--- src/hw/rtl/hsl_pkg.sv ---
`default_nettype none
package hsl_pkg;

  localparam int CellCount = 8;

  localparam logic [1:0] MODE_GAIN_D = 2'd0;
  localparam logic [1:0] MODE_GAIN_P = 2'd1;
  localparam logic [1:0] MODE_SHRINK = 2'd2;

  typedef struct packed {
    logic              valid;
    logic [2:0][17:0]  rem;
    logic [15:0]       dsh;
    logic [2:0][7:0]   quo;
    logic [2:0]        sat;
  } div_beat_t;

endpackage
`default_nettype wire

--- src/hw/rtl/hsl_div_cell.sv ---
`default_nettype none
module hsl_div_cell (
  input  wire                    clk,
  input  wire                    rst,
  input  wire                    en,
  input  wire hsl_pkg::div_beat_t din,
  output hsl_pkg::div_beat_t     dout
);

  hsl_pkg::div_beat_t nxt;

  always_comb begin
    nxt = din;
    nxt.dsh = {1'b0, din.dsh[15:1]};
    for (int k = 0; k < 3; k++) begin
      if (din.rem[k] >= {2'b00, din.dsh}) begin
        nxt.rem[k] = din.rem[k] - {2'b00, din.dsh};
        nxt.quo[k] = {din.quo[k][6:0], 1'b1};
      end else begin
        nxt.quo[k] = {din.quo[k][6:0], 1'b0};
      end
    end
  end

  always_ff @(posedge clk) begin
    if (rst) begin
      dout.valid <= 1'b0;
    end else if (en) begin
      dout.valid <= nxt.valid;
    end
    if (en) begin
      dout.rem <= nxt.rem;
      dout.dsh <= nxt.dsh;
      dout.quo <= nxt.quo;
      dout.sat <= nxt.sat;
    end
  end

endmodule
`default_nettype wire

--- src/hw/rtl/hsl_saturation_adjust.sv ---
// pipeline: 4 front stages, then 8 divider cells, from input beat to output beat
// throughput: one pixel per cycle while the output is not stalled; the divider is a row of cells, one quotient bit each
// the whole pipeline holds while an output beat waits and m_axis_tready is low
// reset (rst, synchronous): clears all stage valid bits and sets the percent to 0
`default_nettype none
module hsl_saturation_adjust (
  input  wire        clk,
  input  wire        rst,
  input  wire        cfg_we,
  input  wire [7:0]  cfg_data,
  input  wire        s_axis_tvalid,
  output logic       s_axis_tready,
  input  wire [23:0] s_axis_tdata,   // chan_a, chan_b, chan_c
  output logic       m_axis_tvalid,
  input  wire        m_axis_tready,
  output logic [23:0] m_axis_tdata   // out_a, out_b, out_c
);

  logic signed [7:0] pct;
  logic en;

  logic            v1, v2, v3;
  logic [2:0][7:0] c1, c2;
  logic [7:0]      d1, d2, den1, den2;
  logic [8:0]      sum1, sum2;
  logic            grey1, grey2;
  logic [1:0]      mode2;
  logic signed [2:0][20:0] num3;
  logic [8:0]      div3;

  hsl_pkg::div_beat_t pipe [hsl_pkg::CellCount+1];

  assign en = !m_axis_tvalid || m_axis_tready;
  assign s_axis_tready = en;

  always_ff @(posedge clk) begin
    if (rst) begin
      pct <= 8'sd0;
    end else if (cfg_we) begin
      pct <= cfg_data;
    end
  end

  // stage 1: max, min, spread, sum, grey flag and denominator
  logic [7:0] mx, mn;
  always_comb begin
    mx = s_axis_tdata[7:0];
    mn = s_axis_tdata[7:0];
    for (int k = 1; k < 3; k++) begin
      if (s_axis_tdata[8*k +: 8] > mx) mx = s_axis_tdata[8*k +: 8];
      if (s_axis_tdata[8*k +: 8] < mn) mn = s_axis_tdata[8*k +: 8];
    end
  end

  logic [8:0] sum_in;
  assign sum_in = {1'b0, mx} + {1'b0, mn};

  always_ff @(posedge clk) begin
    if (rst) begin
      v1 <= 1'b0; v2 <= 1'b0; v3 <= 1'b0;
    end else if (en) begin
      v1 <= s_axis_tvalid; v2 <= v1; v3 <= v2;
    end
    if (en) begin
      c1    <= s_axis_tdata;
      d1    <= mx - mn;
      sum1  <= sum_in;
      grey1 <= (mx == mn);
      den1  <= (sum_in < 9'd255) ? sum_in[7:0] : 8'(10'd510 - {1'b0, sum_in});
    end
  end

  // stage 2: choose the gain
  logic [16:0] lhs, rhs;
  assign lhs = 17'(pct[6:0]) * 17'(den1) + 17'(7'd100) * 17'(d1);
  assign rhs = 17'(7'd100) * 17'(den1);

  always_ff @(posedge clk) begin
    if (en) begin
      c2 <= c1; d2 <= d1; sum2 <= sum1; den2 <= den1; grey2 <= grey1;
      if (pct[7]) begin
        mode2 <= hsl_pkg::MODE_SHRINK;
      end else if (lhs >= rhs) begin
        mode2 <= hsl_pkg::MODE_GAIN_D;
      end else begin
        mode2 <= hsl_pkg::MODE_GAIN_P;
      end
    end
  end

  // stage 3: numerators and divisor
  logic [9:0]  f1 [3];
  logic [8:0]  f2;
  logic signed [9:0] g;
  logic [8:0]  div_sel;
  logic signed [10:0] t [3];
  logic [18:0] a_u [3];
  logic signed [20:0] b_s [3];
  logic [6:0] p_lo;
  assign p_lo = pct[6:0];

  always_comb begin
    f2 = 9'd0;
    g = 10'sd0;
    div_sel = 9'd1;
    unique case (mode2)
      hsl_pkg::MODE_GAIN_D: begin
        f2 = {1'b0, d2};
        g = $signed({2'b00, den2 - d2});
        div_sel = {d2, 1'b0};
      end
      hsl_pkg::MODE_GAIN_P: begin
        f2 = {2'b00, 7'(7'd100 - p_lo)};
        g = $signed({3'b000, p_lo});
        div_sel = {1'b0, 7'(7'd100 - p_lo), 1'b0};
      end
      hsl_pkg::MODE_SHRINK: begin
        f2 = 9'd100;
        g = 10'sd100 + 10'($signed(pct));
        div_sel = 9'd200;
      end
      default: begin
        f2 = 9'd0;
        g = 10'sd0;
        div_sel = 9'd1;
      end
    endcase
    for (int k = 0; k < 3; k++) begin
      t[k] = $signed({2'b00, c2[k], 1'b0}) - $signed({2'b00, sum2});
      f1[k] = (mode2 == hsl_pkg::MODE_SHRINK) ? {1'b0, sum2} : {1'b0, c2[k], 1'b0};
      a_u[k] = f1[k] * f2;
      b_s[k] = t[k] * g;
    end
  end

  always_ff @(posedge clk) begin
    if (en) begin
      div3 <= grey2 ? 9'd1 : div_sel;
      for (int k = 0; k < 3; k++) begin
        num3[k] <= grey2 ? $signed({13'd0, c2[k]}) : ($signed({2'b00, a_u[k]}) + b_s[k]);
      end
    end
  end

  // stage 4: sign and overflow check, load the divider
  always_ff @(posedge clk) begin
    if (rst) begin
      pipe[0].valid <= 1'b0;
    end else if (en) begin
      pipe[0].valid <= v3;
    end
    if (en) begin
      pipe[0].dsh <= {div3, 7'd0};
      for (int k = 0; k < 3; k++) begin
        pipe[0].quo[k] <= 8'd0;
        if (num3[k][20]) begin
          pipe[0].rem[k] <= 18'd0;
          pipe[0].sat[k] <= 1'b0;
        end else begin
          pipe[0].rem[k] <= num3[k][17:0];
          pipe[0].sat[k] <= (num3[k][19:0] >= {3'd0, div3, 8'd0});
        end
      end
    end
  end

  genvar gi;
  generate
    for (gi = 0; gi < hsl_pkg::CellCount; gi++) begin : g_cell
      hsl_div_cell u_cell (
        .clk  (clk),
        .rst  (rst),
        .en   (en),
        .din  (pipe[gi]),
        .dout (pipe[gi+1])
      );
    end
  endgenerate

  assign m_axis_tvalid = pipe[hsl_pkg::CellCount].valid;
  always_comb begin
    for (int k = 0; k < 3; k++) begin
      m_axis_tdata[8*k +: 8] = pipe[hsl_pkg::CellCount].sat[k] ? 8'd255
                                 : pipe[hsl_pkg::CellCount].quo[k];
    end
  end

  a_s1_s2: assert property (@(posedge clk) disable iff (rst) (v1 && en) |=> v2)
    else $error("stage 2 lost a beat");
  a_s3_div: assert property (@(posedge clk) disable iff (rst) (v3 && en) |=> pipe[0].valid)
    else $error("divider load lost a beat");
  a_hold: assert property (@(posedge clk) disable iff (rst) !en |=> $stable(v3))
    else $error("front stage moved during stall");
  a_rst: assert property (@(posedge clk) rst |=> !m_axis_tvalid)
    else $error("output valid after reset");

endmodule
`default_nettype wire
--- config.mk ---
export PLATFORM = sky130hd
export DESIGN_NAME = hsl_saturation_adjust
export DESIGN_NICKNAME = d
export VERILOG_FILES = /design/src/hw/rtl/hsl_pkg.sv /design/src/hw/rtl/hsl_div_cell.sv /design/src/hw/rtl/hsl_saturation_adjust.sv
export SDC_FILE = /design/constraint.sdc
export NUM_CORES = 2
export LEC_CHECK = 0
export ABC_AREA = 1
export BUFFER_PORTS_ARGS = -buffer_cell sky130_fd_sc_hd__buf_2
export CAP_MARGIN = 5
export CORE_MARGIN = 4
export CORE_UTILIZATION = 40
export DETAILED_ROUTE_END_ITERATION = 10
export MAX_ROUTING_LAYER = met4
export PLACE_DENSITY = 0.67
export SETUP_SLACK_MARGIN = 0.3
export SYNTH_ARGS = -nofsm -noshare
export SYNTH_HDL_FRONTEND = slang
export SYNTH_SLANG_ARGS = --single-unit
--- constraint.sdc ---
create_clock -name clk -period 79.6 [get_ports clk]
set_clock_uncertainty 0.05 [all_clocks]
set_input_delay 15.92 -clock clk [delete_from_list [all_inputs] [get_ports clk]]
set_output_delay 15.92 -clock clk [all_outputs]
set_load 0.02 [all_outputs]
==> flow_summary.yaml <==
floorplan:
  die-width_um: 422.9
  dieArea_mm2: 0.1788
  row_count: 152
  initial_core_util: 0.4018
  core-area_mm2: 0.1714
  ioPinCount: 63
  die_y_um: 422.9
drt:
  totalWireLength_mm: 163.5
  initialDrtViolationCount: 2846
  wl_met3_mm: 7.357
  met2_length_mm: 82.95
  wl_met1_mm: 62.96
  wl_per_cell_um: 16.62
  first_pass_iters: 8
  drc_errors: 0
  top_layer: "met4"
  drtAntennaViolNets: 0
  vias: 48930
  via_per_inst: 4.976
worst_hold_path:
  hold_path.class: "reg -> reg"
cts:
  numCtsBuffers: 93
  clk_path_buf_depth: 3
  cts_sinks: 829
  root_buffer: "clkbuf_16"
  tritoncts: "built"
  ctsResizeCount: 0
  insertion_delay_ps: 720
  htreeDepth: 3
  clk_pin_slew_ps: 70
  cts_hold_buffers: 0
  post_cts_buffers: 0
critical_path:
  required_ps: 63630
  crit_fanout: 50
  slowest_delay_ps: 750
  crit_path_end_kind: "output port"
  cp-start-kind: "input port"
  crit_chain: "buf_2, nor2_1, inv_8, buf_2"
  rr_startpoint: "pct[2]"
  slowest_stage: "nor2_1"
  r2r_end: "num3[40]"
  critPathArrivalTime_ps: 17470
  worstRegToRegCells: 35
  cp-startpoint: "m_axis_tready"
  worstSetupPathDepth: 4
  path_common_cell: "buf_2"
  rrSetupSlack_ps: 69090
  cp-endpoint: "s_axis_tready"
  path_delay_family: "simple AND/OR/NAND/NOR gates"
  crit_type: "in -> out"
  critPathBufInv: 3
synth:
  syn_inst: 7368
  netlist_area_mm2: 0.06885
  ys_top_cells_by_area: "edfxtp_1 (35%), fa_1 (16%), ha_1 (13%)"
  yosysSeqAreaShare: 0.3586
  yosysMostFrequentCell: "inv_1"
  synth_top_area_frac: 0.3528
  ys_seq_elements: 829
  syn_avg_cell_area_um2: 9.345
  ys.warnings.count: 0
  synth_common_cells: "inv_1 (1367), nand2_1 (1322), edfxtp_1 (809), ha_1 (701), nor2_1 (652)"
  synth_top_cell_by_area: "edfxtp_1"
  ys.flop_type: "edfxtp_1"
  synthArstFlopShare: 0
  synth-edff-count: 809
  synth_cell_type_count: 72
placement:
  dpl.hpwl_mm: 132.6
  place_congestion: 0.9509
  port_buffers: 62
timing:
  hold_viol_final: 0
  setup_violations: 0
  drv_slew: 0
  min_period_ps: 33440
  clock.fmax_mhz: 29.91
  tightest_slew_ps: 1193
  rsz0062_at_grt: "no"
  slew-limit-headroom: 0.2015
  tns_ps: 0
  post-route-period-util: 0.4201
run_status:
  status: "completed"
grt:
  track_usage: 0.1889
  first_global_vias: 50200
  grt_max_degree: 181
  overflow: 0
  antenna_found_initial: 2
  grt_pass1_wl_mm: 262.4
cells_and_area:
  multi_input_area_mm2: 0.03839
  area_delta_synth_final_pct: 8.594
  nNetsFinal: 8733
  fill_cells: 16320
  drive_gt1_frac: 0.05330
  register_area_mm2: 0.02469
run:
  max-cap-violations: 0
[sequential cells by signal, summed over array words and instances (netlist names), 7 cells and up]
signal              cells
c2                     24
div3                    9
pipe                   67
sum2                    8
sum1                    8
g_cell.u_cell.dout    581
den2                    7
d2                      8
c1                     24
d1                      8
num3                   63
den1                    7
pct                     8
[layout make-up]
cell class                 instances  area share
tap                             2310     0.03866
sequential                       829      0.3303
timing repair buffer              86    0.006894
inverter                        1398     0.07035
clock inverter                    61    0.008568
multi-input combinational       5044      0.5135
antenna                            1  0.00003347
clock buffer                     105     0.03173
[cell families (layout without fill, tap and decap cells)]
logic type,Yosys count,count (layout),share of synthesized area
AOI/OAI and AO/OA,1026,1026,0.08525
buffers and inverters,1506,1650,0.08439
DFF,829,829,0.3586
adders and majority gates,1244,1244,0.2853
other,2,14,0.0001091
xor gates and xnor gates,295,295,0.03763
and+or+nand+nor,2466,2466,0.1487
[worst min path at each step]
stage                                   startpoint                  endpoint  cells after the start
after floorplan                              c1[0]                     c2[0]                      0
after global placement                       c1[2]                     c2[2]                      0
after detailed placement                    c1[10]                    c2[10]                      0
after CTS                 g_cell[0].u_cell.dout[3]  g_cell[1].u_cell.dout[4]                      0
after global routing      g_cell[0].u_cell.dout[3]  g_cell[1].u_cell.dout[4]                      0
final                                        c1[1]                     c2[1]                      0
[placed cells by master (no fill, tap or decap), types with 25 or more instances in the layout]
master     Yosys  routed
or2_2         68      68
o21ai_2       26      26
nor4_1        32      32
nor2_1       652     652
xor2_1       179     179
nand4_1       61      61
o21ai_1       47      47
ha_1         701     701
nor3_1        68      67
o21ai_0      334     334
edfxtp_1     809     809
fa_1         543     543
inv_2         25      25
nand2_1     1322    1322
clkbuf_16      0      93
inv_1       1367    1366
a31oi_1       26      26
xnor2_1      115     115
nand3_1      190     190
a21oi_1      400     400
a21o_1        43      43
buf_2         41      62
[worst reg2reg max path: cells and delay by family, from the launching register on]
kind                       cells  cell delay [ps]
adders and majority gates     11             4720
AOI/OAI and AO/OA              9             2100
buffers and inverters          7             1310
and+or+nand+nor                7              960
DFF                            1              780
xor gates and xnor gates       1              350
[metal layers]
metal  vias to the layer above  GRT usage
li1                      24190          -
met1                     23170     0.2051
met2                      1159     0.3372
met3                       415    0.02237
met4                         0     0.1018
met5                         -          -
[per-stage QoR]
step	cell area, µm²	worst slack [ps]	utilization	instances	hold WS (ps)
global route	74770	46040	0.4363	9834	347.2
floorplan	68890	25420	-	7379	350.3
global placement	71750	46180	0.4187	9667	352.1
finish	74770	46160	0.4363	9834	347.4
CTS	74770	46140	0.4363	9833	345.4
detailed placement	71750	46140	0.4187	9667	354.5
Power is left out: the tool's default activity adds up to more than one toggle a clock period on the data nets, which glitch-free logic cannot reach.
